`src/rtl/srlq_pkg.sv`:
```
// Package for the shared/exclusive row lock queue.
// Holds sizes, status and mode codes, command structs and the conflict check.
// No dependencies.
package srlq_pkg;

  localparam int OWNER_SLOTS  = 16;
  localparam int WAITER_SLOTS = 16;
  localparam int MAX_WAKES    = 16;

  localparam int ID_W   = 16;
  localparam int OIDX_W = (OWNER_SLOTS > 1) ? $clog2(OWNER_SLOTS) : 1;
  localparam int OCNT_W = $clog2(OWNER_SLOTS + 1);
  localparam int WIDX_W = (WAITER_SLOTS > 1) ? $clog2(WAITER_SLOTS) : 1;
  localparam int WCNT_W = $clog2(WAITER_SLOTS + 1);
  localparam int WAKE_W = $clog2(MAX_WAKES + 1);

  // result status codes
  localparam logic [2:0] ST_GRANTED  = 3'd0;
  localparam logic [2:0] ST_WAIT     = 3'd1;
  localparam logic [2:0] ST_ABORT    = 3'd2;
  localparam logic [2:0] ST_RELEASED = 3'd3;
  localparam logic [2:0] ST_WOKEN    = 3'd4;
  localparam logic [2:0] ST_NOT_OWN  = 3'd5;
  localparam logic [2:0] ST_FULL     = 3'd6;

  // request function codes
  localparam logic FN_ACQUIRE = 1'b0;
  localparam logic FN_RELEASE = 1'b1;

  // requester kinds
  localparam logic KIND_DET = 1'b0;
  localparam logic KIND_OPT = 1'b1;

  // held lock modes
  localparam logic [1:0] MODE_NONE   = 2'd0;
  localparam logic [1:0] MODE_SHARED = 2'd1;
  localparam logic [1:0] MODE_EXCL   = 2'd2;

  typedef struct packed {
    logic            ex;
    logic [ID_W-1:0] id;
  } waiter_t;

  typedef struct packed {
    logic              add;
    logic [ID_W-1:0]   add_id;
    logic              remove;
    logic [OIDX_W-1:0] rm_idx;
  } own_cmd_t;

  typedef struct packed {
    logic    push;
    waiter_t push_entry;
    logic    pop;
  } wq_cmd_t;

  // shared wants only a non-exclusive hold; exclusive wants no hold at all
  function automatic logic mode_conflicts(logic [1:0] held, logic ex);
    logic c;
    if (held == MODE_NONE) c = 1'b0;
    else if (held == MODE_SHARED) c = ex;
    else c = 1'b1;
    return c;
  endfunction

endpackage

```
`src/rtl/srlq_if.sv`:
```
// Valid/ready channel interfaces for lock requests and lock results.
// Depends on srlq_pkg for field widths.
interface srlq_req_if;
  logic                        valid;
  logic                        ready;
  logic                        func;
  logic [srlq_pkg::ID_W-1:0]   txn_id;
  logic                        want_exclusive;
  logic                        requester_kind;
  logic                        is_recon;
  modport source (output valid, func, txn_id, want_exclusive, requester_kind, is_recon,
                  input ready);
  modport sink (input valid, func, txn_id, want_exclusive, requester_kind, is_recon,
                output ready);
endinterface

interface srlq_rsp_if;
  logic                      valid;
  logic                      ready;
  logic [2:0]                status;
  logic [srlq_pkg::ID_W-1:0] subject_txn;
  logic                      subject_exclusive;
  logic                      last;
  modport source (output valid, status, subject_txn, subject_exclusive, last, input ready);
  modport sink (input valid, status, subject_txn, subject_exclusive, last, output ready);
endinterface

```
`src/rtl/srlq_owner.sv`:
```
// Owner set: slot ids, valid bits, count, and the shared id comparator.
// Depends on srlq_pkg.
module srlq_owner (
  input  logic                            clk,
  input  logic                            rst,
  input  srlq_pkg::own_cmd_t              cmd,
  input  logic [srlq_pkg::OIDX_W-1:0]     scan_idx,
  input  logic [srlq_pkg::ID_W-1:0]       scan_id,
  output logic                            scan_hit,
  output logic [srlq_pkg::OCNT_W-1:0]     count
);

  logic [srlq_pkg::ID_W-1:0]     ids [srlq_pkg::OWNER_SLOTS];
  logic [srlq_pkg::OWNER_SLOTS-1:0] valid;
  logic [srlq_pkg::OIDX_W-1:0]   free_idx;

  // lowest free slot
  always_comb begin
    free_idx = '0;
    for (int i = srlq_pkg::OWNER_SLOTS - 1; i >= 0; i--) begin
      if (!valid[i]) free_idx = srlq_pkg::OIDX_W'(i);
    end
  end

  // one slot compared per cycle
  assign scan_hit = valid[scan_idx] && (ids[scan_idx] == scan_id);

  always_ff @(posedge clk) begin
    if (rst) begin
      valid <= '0;
      count <= '0;
    end else begin
      if (cmd.remove) valid[cmd.rm_idx] <= 1'b0;
      if (cmd.add) valid[free_idx] <= 1'b1;
      count <= count + srlq_pkg::OCNT_W'(cmd.add) - srlq_pkg::OCNT_W'(cmd.remove);
    end
  end

  always_ff @(posedge clk) begin
    if (cmd.add) ids[free_idx] <= cmd.add_id;
  end

endmodule

```
`src/rtl/srlq_waitq.sv`:
```
// Waiter FIFO: circular store of (exclusive, id) entries.
// Depends on srlq_pkg.
module srlq_waitq (
  input  logic                          clk,
  input  logic                          rst,
  input  srlq_pkg::wq_cmd_t             cmd,
  output srlq_pkg::waiter_t             head_entry,
  output logic [srlq_pkg::WCNT_W-1:0]   count
);

  srlq_pkg::waiter_t             entries [srlq_pkg::WAITER_SLOTS];
  logic [srlq_pkg::WIDX_W-1:0]   head;
  logic [srlq_pkg::WIDX_W-1:0]   tail;

  assign head_entry = entries[head];

  always_ff @(posedge clk) begin
    if (rst) begin
      head  <= '0;
      tail  <= '0;
      count <= '0;
    end else begin
      if (cmd.push) begin
        tail <= (tail == srlq_pkg::WIDX_W'(srlq_pkg::WAITER_SLOTS - 1)) ? '0 : tail + 1'b1;
      end
      if (cmd.pop) begin
        head <= (head == srlq_pkg::WIDX_W'(srlq_pkg::WAITER_SLOTS - 1)) ? '0 : head + 1'b1;
      end
      count <= count + srlq_pkg::WCNT_W'(cmd.push) - srlq_pkg::WCNT_W'(cmd.pop);
    end
  end

  always_ff @(posedge clk) begin
    if (cmd.push) entries[tail] <= cmd.push_entry;
  end

endmodule

```
`src/rtl/shared_exclusive_row_lock_queue_top.sv`:
```
// Lock unit for one row: sequencer over the owner set and the waiter FIFO.
// Acquire or deterministic recon release: decide, then flush the result beat.
// Release: decide, an owner scan over up to OWNER_SLOTS slots (one compare per
// cycle), free the slot, then a wake per woken waiter and a flush to close.
// One request at a time; the next is taken once the last beat is registered.
// Synchronous active-high reset: no lock held, owners and waiters empty.
module shared_exclusive_row_lock_queue_top (
  input logic       clk,
  input logic       rst,
  srlq_req_if.sink  req,
  srlq_rsp_if.source rsp
);

  localparam logic [2:0] S_IDLE   = 3'd0;
  localparam logic [2:0] S_DECIDE = 3'd1;
  localparam logic [2:0] S_SCAN   = 3'd2;
  localparam logic [2:0] S_FREE   = 3'd3;
  localparam logic [2:0] S_WAKE   = 3'd4;
  localparam logic [2:0] S_FLUSH  = 3'd5;

  logic [2:0] state, state_next;
  logic [1:0] held, held_next;
  logic [srlq_pkg::OIDX_W-1:0] scan_idx, scan_next;
  logic [srlq_pkg::WAKE_W-1:0] wakes, wakes_next;

  // latched request
  logic                       r_func, r_ex, r_kind, r_recon;
  logic [srlq_pkg::ID_W-1:0]  r_id;

  // pending result (last flag decided when the next one appears)
  logic                       pend_v, pend_v_next;
  logic [2:0]                 pend_st, pend_st_next;
  logic [srlq_pkg::ID_W-1:0]  pend_id, pend_id_next;
  logic                       pend_ex, pend_ex_next;

  // output register
  logic                       ov, ov_next;
  logic [2:0]                 o_st, o_st_next;
  logic [srlq_pkg::ID_W-1:0]  o_id, o_id_next;
  logic                       o_ex, o_ex_next;
  logic                       o_last, o_last_next;

  srlq_pkg::own_cmd_t ocmd;
  srlq_pkg::wq_cmd_t  wcmd;
  logic                          scan_hit;
  logic [srlq_pkg::OCNT_W-1:0]   ocnt;
  srlq_pkg::waiter_t             whead;
  logic [srlq_pkg::WCNT_W-1:0]   wcnt;

  logic can_emit, conflict, wake_ok;

  srlq_owner u_owner (
    .clk(clk), .rst(rst), .cmd(ocmd), .scan_idx(scan_idx), .scan_id(r_id),
    .scan_hit(scan_hit), .count(ocnt)
  );

  srlq_waitq u_waitq (
    .clk(clk), .rst(rst), .cmd(wcmd), .head_entry(whead), .count(wcnt)
  );

  assign req.ready = (state == S_IDLE);
  assign rsp.valid = ov;
  assign rsp.status = o_st;
  assign rsp.subject_txn = o_id;
  assign rsp.subject_exclusive = o_ex;
  assign rsp.last = o_last;

  assign can_emit = !ov || rsp.ready;
  assign conflict = srlq_pkg::mode_conflicts(held, r_ex) ||
                    ((r_kind == srlq_pkg::KIND_DET) && (wcnt != '0));
  assign wake_ok = (wcnt != '0) && (ocnt < srlq_pkg::OCNT_W'(srlq_pkg::OWNER_SLOTS)) &&
                   (wakes < srlq_pkg::WAKE_W'(srlq_pkg::MAX_WAKES)) &&
                   !srlq_pkg::mode_conflicts(held, whead.ex);

  // sequencer
  always_comb begin
    state_next   = state;
    held_next    = held;
    scan_next    = scan_idx;
    wakes_next   = wakes;
    pend_v_next  = pend_v;
    pend_st_next = pend_st;
    pend_id_next = pend_id;
    pend_ex_next = pend_ex;
    ov_next      = ov && !rsp.ready;
    o_st_next    = o_st;
    o_id_next    = o_id;
    o_ex_next    = o_ex;
    o_last_next  = o_last;
    ocmd         = '0;
    wcmd         = '0;
    case (state)
      S_IDLE: begin
        if (req.valid) begin
          state_next = S_DECIDE;
          scan_next  = '0;
          wakes_next = '0;
        end
      end
      S_DECIDE: begin
        pend_id_next = r_id;
        if (r_func == srlq_pkg::FN_ACQUIRE) begin
          pend_v_next  = 1'b1;
          pend_ex_next = r_ex;
          state_next   = S_FLUSH;
          if (conflict) begin
            if (r_kind == srlq_pkg::KIND_DET) begin
              if (wcnt >= srlq_pkg::WCNT_W'(srlq_pkg::WAITER_SLOTS)) begin
                pend_st_next = srlq_pkg::ST_FULL;
              end else begin
                wcmd.push          = 1'b1;
                wcmd.push_entry.ex = r_ex;
                wcmd.push_entry.id = r_id;
                pend_st_next       = srlq_pkg::ST_WAIT;
              end
            end else begin
              pend_st_next = srlq_pkg::ST_ABORT;
            end
          end else if (ocnt >= srlq_pkg::OCNT_W'(srlq_pkg::OWNER_SLOTS)) begin
            pend_st_next = srlq_pkg::ST_FULL;
          end else begin
            ocmd.add     = 1'b1;
            ocmd.add_id  = r_id;
            held_next    = r_ex ? srlq_pkg::MODE_EXCL : srlq_pkg::MODE_SHARED;
            pend_st_next = srlq_pkg::ST_GRANTED;
          end
        end else if (r_recon && (r_kind == srlq_pkg::KIND_DET)) begin
          pend_v_next  = 1'b1;
          pend_st_next = srlq_pkg::ST_RELEASED;
          pend_ex_next = 1'b0;
          state_next   = S_FLUSH;
        end else begin
          state_next = S_SCAN;
        end
      end
      S_SCAN: begin
        if (scan_hit) begin
          state_next = S_FREE;
        end else if (scan_idx == srlq_pkg::OIDX_W'(srlq_pkg::OWNER_SLOTS - 1)) begin
          pend_v_next  = 1'b1;
          pend_st_next = srlq_pkg::ST_NOT_OWN;
          pend_ex_next = 1'b0;
          state_next   = S_FLUSH;
        end else begin
          scan_next = scan_idx + 1'b1;
        end
      end
      S_FREE: begin
        ocmd.remove  = 1'b1;
        ocmd.rm_idx  = scan_idx;
        if (ocnt == srlq_pkg::OCNT_W'(1)) held_next = srlq_pkg::MODE_NONE;
        pend_v_next  = 1'b1;
        pend_st_next = srlq_pkg::ST_RELEASED;
        pend_ex_next = 1'b0;
        state_next   = S_WAKE;
      end
      S_WAKE: begin
        if (!wake_ok) begin
          state_next = S_FLUSH;
        end else if (can_emit) begin
          // previous result is not the last one
          ov_next      = 1'b1;
          o_st_next    = pend_st;
          o_id_next    = pend_id;
          o_ex_next    = pend_ex;
          o_last_next  = 1'b0;
          wcmd.pop     = 1'b1;
          ocmd.add     = 1'b1;
          ocmd.add_id  = whead.id;
          held_next    = whead.ex ? srlq_pkg::MODE_EXCL : srlq_pkg::MODE_SHARED;
          pend_st_next = srlq_pkg::ST_WOKEN;
          pend_id_next = whead.id;
          pend_ex_next = whead.ex;
          wakes_next   = wakes + 1'b1;
        end
      end
      S_FLUSH: begin
        if (can_emit) begin
          ov_next     = 1'b1;
          o_st_next   = pend_st;
          o_id_next   = pend_id;
          o_ex_next   = pend_ex;
          o_last_next = 1'b1;
          pend_v_next = 1'b0;
          state_next  = S_IDLE;
        end
      end
      default: begin
        state_next = S_IDLE;
      end
    endcase
  end

  always_ff @(posedge clk) begin
    if (rst) begin
      state  <= S_IDLE;
      held   <= srlq_pkg::MODE_NONE;
      pend_v <= 1'b0;
      ov     <= 1'b0;
      wakes  <= '0;
    end else begin
      state  <= state_next;
      held   <= held_next;
      pend_v <= pend_v_next;
      ov     <= ov_next;
      wakes  <= wakes_next;
    end
  end

  // payload registers
  always_ff @(posedge clk) begin
    scan_idx <= scan_next;
    pend_st  <= pend_st_next;
    pend_id  <= pend_id_next;
    pend_ex  <= pend_ex_next;
    o_st     <= o_st_next;
    o_id     <= o_id_next;
    o_ex     <= o_ex_next;
    o_last   <= o_last_next;
    if (req.valid && req.ready) begin
      r_func  <= req.func;
      r_id    <= req.txn_id;
      r_ex    <= req.want_exclusive;
      r_kind  <= req.requester_kind;
      r_recon <= req.is_recon;
    end
  end

`ifndef SYNTHESIS
  a_owner_bound: assert property (@(posedge clk) disable iff (rst)
    ocnt <= srlq_pkg::OCNT_W'(srlq_pkg::OWNER_SLOTS))
    else $error("owner count over capacity");
  a_waiter_bound: assert property (@(posedge clk) disable iff (rst)
    wcnt <= srlq_pkg::WCNT_W'(srlq_pkg::WAITER_SLOTS))
    else $error("waiter count over capacity");
  a_held_matches_owners: assert property (@(posedge clk) disable iff (rst)
    (state == S_IDLE) |-> ((ocnt == '0) == (held == srlq_pkg::MODE_NONE)))
    else $error("held mode disagrees with owner count");
  a_wake_bound: assert property (@(posedge clk) disable iff (rst)
    wakes <= srlq_pkg::WAKE_W'(srlq_pkg::MAX_WAKES))
    else $error("too many wakes for one release");
`endif

endmodule
```
`src/flat_wrapper.sv`:
```
// flat-port wrapper written by rule: the top's interface ports become plain ports
module shared_exclusive_row_lock_queue_top_flat 
  (clk, rst, req_valid, req_func, req_txn_id, req_want_exclusive, req_requester_kind, req_is_recon, req_ready, rsp_valid, rsp_status, rsp_subject_txn, rsp_subject_exclusive, rsp_last, rsp_ready);
  srlq_req_if req_i ();
  srlq_rsp_if rsp_i ();
  input logic clk;
  input logic rst;
  input wire logic [$bits(req_i.valid)-1:0] req_valid;
  input wire logic [$bits(req_i.func)-1:0] req_func;
  input wire logic [$bits(req_i.txn_id)-1:0] req_txn_id;
  input wire logic [$bits(req_i.want_exclusive)-1:0] req_want_exclusive;
  input wire logic [$bits(req_i.requester_kind)-1:0] req_requester_kind;
  input wire logic [$bits(req_i.is_recon)-1:0] req_is_recon;
  output wire logic [$bits(req_i.ready)-1:0] req_ready;
  output wire logic [$bits(rsp_i.valid)-1:0] rsp_valid;
  output wire logic [$bits(rsp_i.status)-1:0] rsp_status;
  output wire logic [$bits(rsp_i.subject_txn)-1:0] rsp_subject_txn;
  output wire logic [$bits(rsp_i.subject_exclusive)-1:0] rsp_subject_exclusive;
  output wire logic [$bits(rsp_i.last)-1:0] rsp_last;
  input wire logic [$bits(rsp_i.ready)-1:0] rsp_ready;
  assign req_i.valid = req_valid;
  assign req_i.func = req_func;
  assign req_i.txn_id = req_txn_id;
  assign req_i.want_exclusive = req_want_exclusive;
  assign req_i.requester_kind = req_requester_kind;
  assign req_i.is_recon = req_is_recon;
  assign req_ready = req_i.ready;
  assign rsp_valid = rsp_i.valid;
  assign rsp_status = rsp_i.status;
  assign rsp_subject_txn = rsp_i.subject_txn;
  assign rsp_subject_exclusive = rsp_i.subject_exclusive;
  assign rsp_last = rsp_i.last;
  assign rsp_i.ready = rsp_ready;
  shared_exclusive_row_lock_queue_top u_core (.clk(clk), .rst(rst), .req(req_i), .rsp(rsp_i));
endmodule
```
`config.mk`:
```
export PLATFORM = sky130hd
export DESIGN_NAME = shared_exclusive_row_lock_queue_top_flat
export DESIGN_NICKNAME = d
export VERILOG_FILES = /design/src/rtl/srlq_pkg.sv /design/src/rtl/srlq_if.sv /design/src/rtl/srlq_owner.sv /design/src/rtl/srlq_waitq.sv /design/src/rtl/shared_exclusive_row_lock_queue_top.sv /design/src/flat_wrapper.sv
export SDC_FILE = /design/constraint.sdc
export NUM_CORES = 1
export LEC_CHECK = 0
export BUFFER_PORTS_ARGS = -buffer_cell sky130_fd_sc_hd__buf_4
export CORE_AREA = 2 2 235 353
export CTS_BUF_LIST = sky130_fd_sc_hd__clkbuf_4 sky130_fd_sc_hd__clkbuf_8
export CTS_CLUSTER_DIAMETER = 60
export CTS_CLUSTER_SIZE = 30
export DETAILED_ROUTE_END_ITERATION = 16
export DIE_AREA = 0 0 237 355
export GPL_TIMING_DRIVEN = 0
export PLACE_DENSITY = 0.57
export SLEW_MARGIN = 40
export SYNTH_ARGS = -nofsm -noshare
export SYNTH_HDL_FRONTEND = slang
export SYNTH_SLANG_ARGS = --single-unit
```
`constraint.sdc`:
```
create_clock -name clk -period 5.3 [get_ports clk]
set_input_delay 0.265 -clock clk [delete_from_list [all_inputs] [get_ports clk]]
set_output_delay 0.265 -clock clk [all_outputs]
set_load 0.005 [all_outputs]
```
Word level (Yosys, flattened, before mapping)
Memories as Yosys holds them, arrays and structs flattened. A register that Yosys moved wholly into a read port is not among the register bits.
Cells that the tools add are included.

word-level totals
  register bits after elaboration = 110
  memory bits (writable) = 528
  input bits = 24
  output and inout bits = 23
  logic and storage cells = 216
  memories = 2

operators by class
  add/subtract/negate cells = 8
  order comparisons = 9
  equal/unequal tests = 25
  muxes and demuxes = 114
  bitwise logic cells = 4
  reductions and logical operators = 32

memories
  name                    words  width  read ports  clocked after Yosys merged registers in  wr ports  line              text
  u_core.u_waitq.entries  16     17     1           1                                        1         srlq_waitq.sv:11  srlq_pkg::waiter_t entries [srlq_pkg::WAITER_SLOTS];
  u_core.u_owner.ids      16     16     1           1                                        1         srlq_owner.sv:13  logic [srlq_pkg::ID_W-1:0] ids [srlq_pkg::OWNER_SLOTS];

operator list
  kind                   count
  $mux W16               7
  $mux W4                24
  $mux W18               5
  $mux W17               5
  $pmux W16 S2           2
  $mux W3                18
  $pmux W17 S2           1
  $mux W1                27
  $mux W5                4
  $pmux W3 S6            1
  $and A16 B16 Y16       1
  $eq A16 B16 Y1         1
  $mux W2                8
  $not A16 Y16           1
  $or A16 B16 Y16        1
  $reduce_and A4 Y1      4
  $lt A4 B5 Y1 const B   3
  $ne A2 B2 Y1 const B   7
  $add A4 B1 Y4 const B  3
  $eq A4 B4 Y1 const B   3
  $pmux W3 S4            1
  $add A5 B1 Y5          2
  $ge A5 B5 Y1 const B   2
  $logic_and A1 B1 Y1    10
  other kinds (33)       51

Longest topological paths before layout
  word-level depth = 22
  gate-level depth with buffers = 18
  gate-level depth less buffers = 16

By module
A second synthesis with hierarchy kept.

second synthesis, totals
  cells, all modules = 1451
  area, all modules = 26131.3 um^2

modules (own cells, without submodules)
  module                               times used  cells an instance  area each (um^2)
  srlq_owner                           1           639                11581.1
  srlq_waitq                           1           518                11080.6
  shared_exclusive_row_lock_queue_top  1           294                3469.6

Least setup slack after synthesis
OpenSTA, ideal clock, no wires.

  path kind = reg2reg
  start point = reg with a tool-made name
  end point = reg u_core.u_waitq.count[4] (netlist bit)
  setup time = 0.133 ns
  arrival = 3.868 ns
  required time = 5.167 ns
  path slack = 1.300 ns
  cell stages (with the launch flop) = 18
  path buffers = 3
  cell sequence = dfxtp_1 clkbuf_1 mux4_2 mux4_2 a21oi_1 and3_1 clkbuf_1 clkbuf_1 ha_1 inv_1 ha_1 inv_1 fa_1 inv_1 a21oi_1 nor2_1 or3_1 a21oi_1

RTL lines
  item                  line              text
  to (signal assigned)  srlq_waitq.sv:29  count <= count + srlq_pkg::WCNT_W'(cmd.push) - srlq_pkg::WCNT_W'(cmd.pop);
  to (decl)             srlq_waitq.sv:8   output logic [srlq_pkg::WCNT_W-1:0] count

==> flow_summary.toml <==
[logic_synthesis]
syn_area_sq_mm = 0.0257
synth_area_leaders = "edfxtp_1 (69%), mux4_2 (13%), dfxtp_1 (4.1%), mux2i_1 (1.2%), ha_1 (0.92%)"
ys_seq_area_frac = 0.734
synth-edff-count = 593
netlist-cell-type-count = 57
yosys_warnings = 0
syn-num-nets = 1410
yosysTopAreaCellShare = 0.692
synth_cells = 1365
yosysTopAreaCell = "edfxtp_1"
postSynthRegisterBits = 646
async_flop_share = 0
syn_area_per_cell_sq_um = 18.8
synthFlopType = "edfxtp_1"

[power]
clkPwrFrac = 0.240
p_seq_frac = 0.595
p_sw_frac = 0.274
finalPower_uw = 9940
power.internal_uw = 7220
p_leak_uw = 0.00879
power_switching_uw = 2720
power.density_mw_per_mm2 = 344
combPwrFrac = 0.165
ir_drop_uv = 212

[clock_tree]
clk_path_buf_depth = 3
cts-htree-levels = 1
clk_pin_slew_ns = 0.17
cts_post_setup_buffers_inserted = 0
cts_tree = "yes"
clock_latency_ns = 0.77
cts_made_buffers = 31
cts-root-buf = "clkbuf_8"
cts_sinks = 646

[placed_design]
place_congestion = 0.797
dpl.hpwl_mm = 44.3
io_buffers = 45
dpl.cell_count = 2482

[route]
first_pass_iters = 5
drt_iter0_markers = 1272
post_drt_wl_per_cell_microns = 24.9
dr_wl_met2_mm = 36.5
wl_met1_mm = 23.2
drt-total-wl_mm = 63.8
wl_met3_mm = 2.30
top_layer = "met4"
vias_per_cell = 5.09
drc = 0
postRouteAntennaNets = 0
vias = 13000

[setup_path]
r2r_slack_ns = 0.46
slowest_stage = "mux4_2"
worst_path_dominant_cell_family = "buffers and inverters"
cp.depth = 17
crit_fanout = 10
criticalPathCategory = "reg -> reg"
cpPeakStageDelay_ns = 0.57
arrival_ns = 5.40
cp.required_ns = 5.87
end_kind = "flip-flop"
cp-start-kind = "flip-flop"
cp_num_buf_inv = 6
reg2regPathDepth = 17
cp_cell_sequence = "clkbuf_1 > mux4_2 > mux4_2 > a21oi_1 > and3_1 > clkbuf_1 > clkbuf_2 > ha_1 > inv_1 > ha_1 > inv_1 > fa_1 > inv_1 > a21oi_1 > nor2_1 > or3_1 > a21oi_1"

[layout]
layout_commonest_cell = "edfxtp_1"
area_growth_pct = 12.5
final_cell_mix = "edfxtp_1 (593), mux4_2 (147), buf_4 (60)"
nets = 1544
finalNonFillerCells = 2560
drive_gt1_frac = 0.245
nFillCells = 7454

[sta]
period_share = 0.913
slew_violations = 0
setup_viol = 0
timing.fmax_mhz = 207
period_needed_ns = 4.84
timing.hold.ws_ns = 0.206
rsz0062_at_grt = "false"
maxSlewHeadroom = 0.397
clock_skew_ns = 0.0721
worst_pin_slew_ns = 0.905
timing.final.hold_violations = 0
fin_setup_tns_ns = 0

[outcome]
status = "finished clean"

[floorplanning]
core_area_sq_mm = 0.0809
die_h_microns = 355
io_pins = 47
start_util = 0.318
fp.dieW_microns = 237
fp-row-count = 128
die-area_sq_mm = 0.0841

[hold_path]
hold_depth = 2
hold_path.class = "in -> reg"

[grt]
grt_start_max_net_pins = 31
grt_antenna_before_repair = 1
grt_pass1_wl_mm = 92.9
overflow = 0
first_global_vias = 13700
grt_use_total = 0.152

[job]
cap_violations = 0
## power groups by stage
stage                     logic, uW  registers (uW)  clock network [uW]
after floorplan                1120            5960                   0
final                          1640            5910                2390
after detailed placement       1650            6030                   0
after global placement         1590            6030                   0
after global routing           1770            5930                2620
after CTS                      1670            5910                2470
## path summary, 6_finish.rpt
check                            from                                endpoint
max                         flip-flop      u_core.u_waitq.count[4]$_SDFF_PP0_
min                    req_txn_id[11]               u_core.r_id[11]$_DFFE_PP_
max reg2reg                 flip-flop      u_core.u_waitq.count[4]$_SDFF_PP0_
min reg2reg  u_core.pend_ex$_DFFE_PP_  u_core.rsp.subject_exclusive$_DFFE_PP_
## registers in the layout, summed over array words and instances, names as in the netlist, 5 cells and up, named ones only
register	cells
u_core.u_waitq.entries	272
u_core.u_owner.ids	256
u_core.pend_id	16
u_core.r_id	16
u_core.rsp.subject_txn	16
u_core.u_owner.valid	16
u_core.u_owner.count	5
u_core.u_waitq.count	5
u_core.wakes	5
## per-stage QoR
step,setup WS [ns],instance area (sq um),utilization
final,0.464,28900,0.358
after global routing,0.160,28900,0.358
after CTS,0.146,28900,0.358
after detailed placement,0.178,28000,0.346
after global placement,-0.676,27400,0.338
after floorplan,1.30,25700,-
## cell families (layout without fill, tap and decap cells)
| logic type | Yosys count | in the layout | synth area share |
|---|---|---|---|
| AO/OA/AOI/OAI | 147 | 147 | 0.0360 |
| XOR/XNOR | 32 | 32 | 0.0109 |
| adder cells (fa/ha/maj) | 21 | 21 | 0.0108 |
| buffers and inverters | 111 | 265 | 0.0186 |
| flip-flops | 646 | 646 | 0.734 |
| multiplexers | 200 | 200 | 0.151 |
| other | 0 | 1 | 0 |
| AND/OR/NAND/NOR | 208 | 208 | 0.0391 |
## per-layer routing
| metal | vias up | global-route usage |
|---|---|---|
| met5 | - | 0 |
| met1 | 6918 | 0.168 |
| met3 | 77 | 0.0130 |
| met4 | 0 | 0.0478 |
| met2 | 335 | 0.302 |
| li1 | 5694 | - |
## area by class of cell
type,count,area [sq um],share of cell area
flip-flops and latches,646,18900,0.652
multi-input cells,608,6510,0.225
well taps,1040,1300,0.0450
repair buffers,101,1030,0.0357
clock buffers,31,427,0.0147
plain buffers,67,329,0.0114
clock inverters,22,300,0.0104
inverters,44,165,0.00571
diodes,1,2.50,0.0000865
## Yosys cell counts, drive strengths merged (18+ instances only)
master	n
inv	41
clkbuf	31
buf	36
nor2	60
nand2	52
a21oi	44
mux2i	32
o21ai	39
xor2	18
ha	19
edfxtp	593
mux4	148
dfxtp	53
and2	23
mux2	20
## timing repair
| action | CTS | global route |
|---|---|---|
| gates resized for setup | 0 | 2 |
| hold buffers | 23 | 0 |
| hold endpoints to repair | 27 | 0 |
| endpoints found under the setup margin | 0 | 1 |
(Power assumes the default switching activity.)
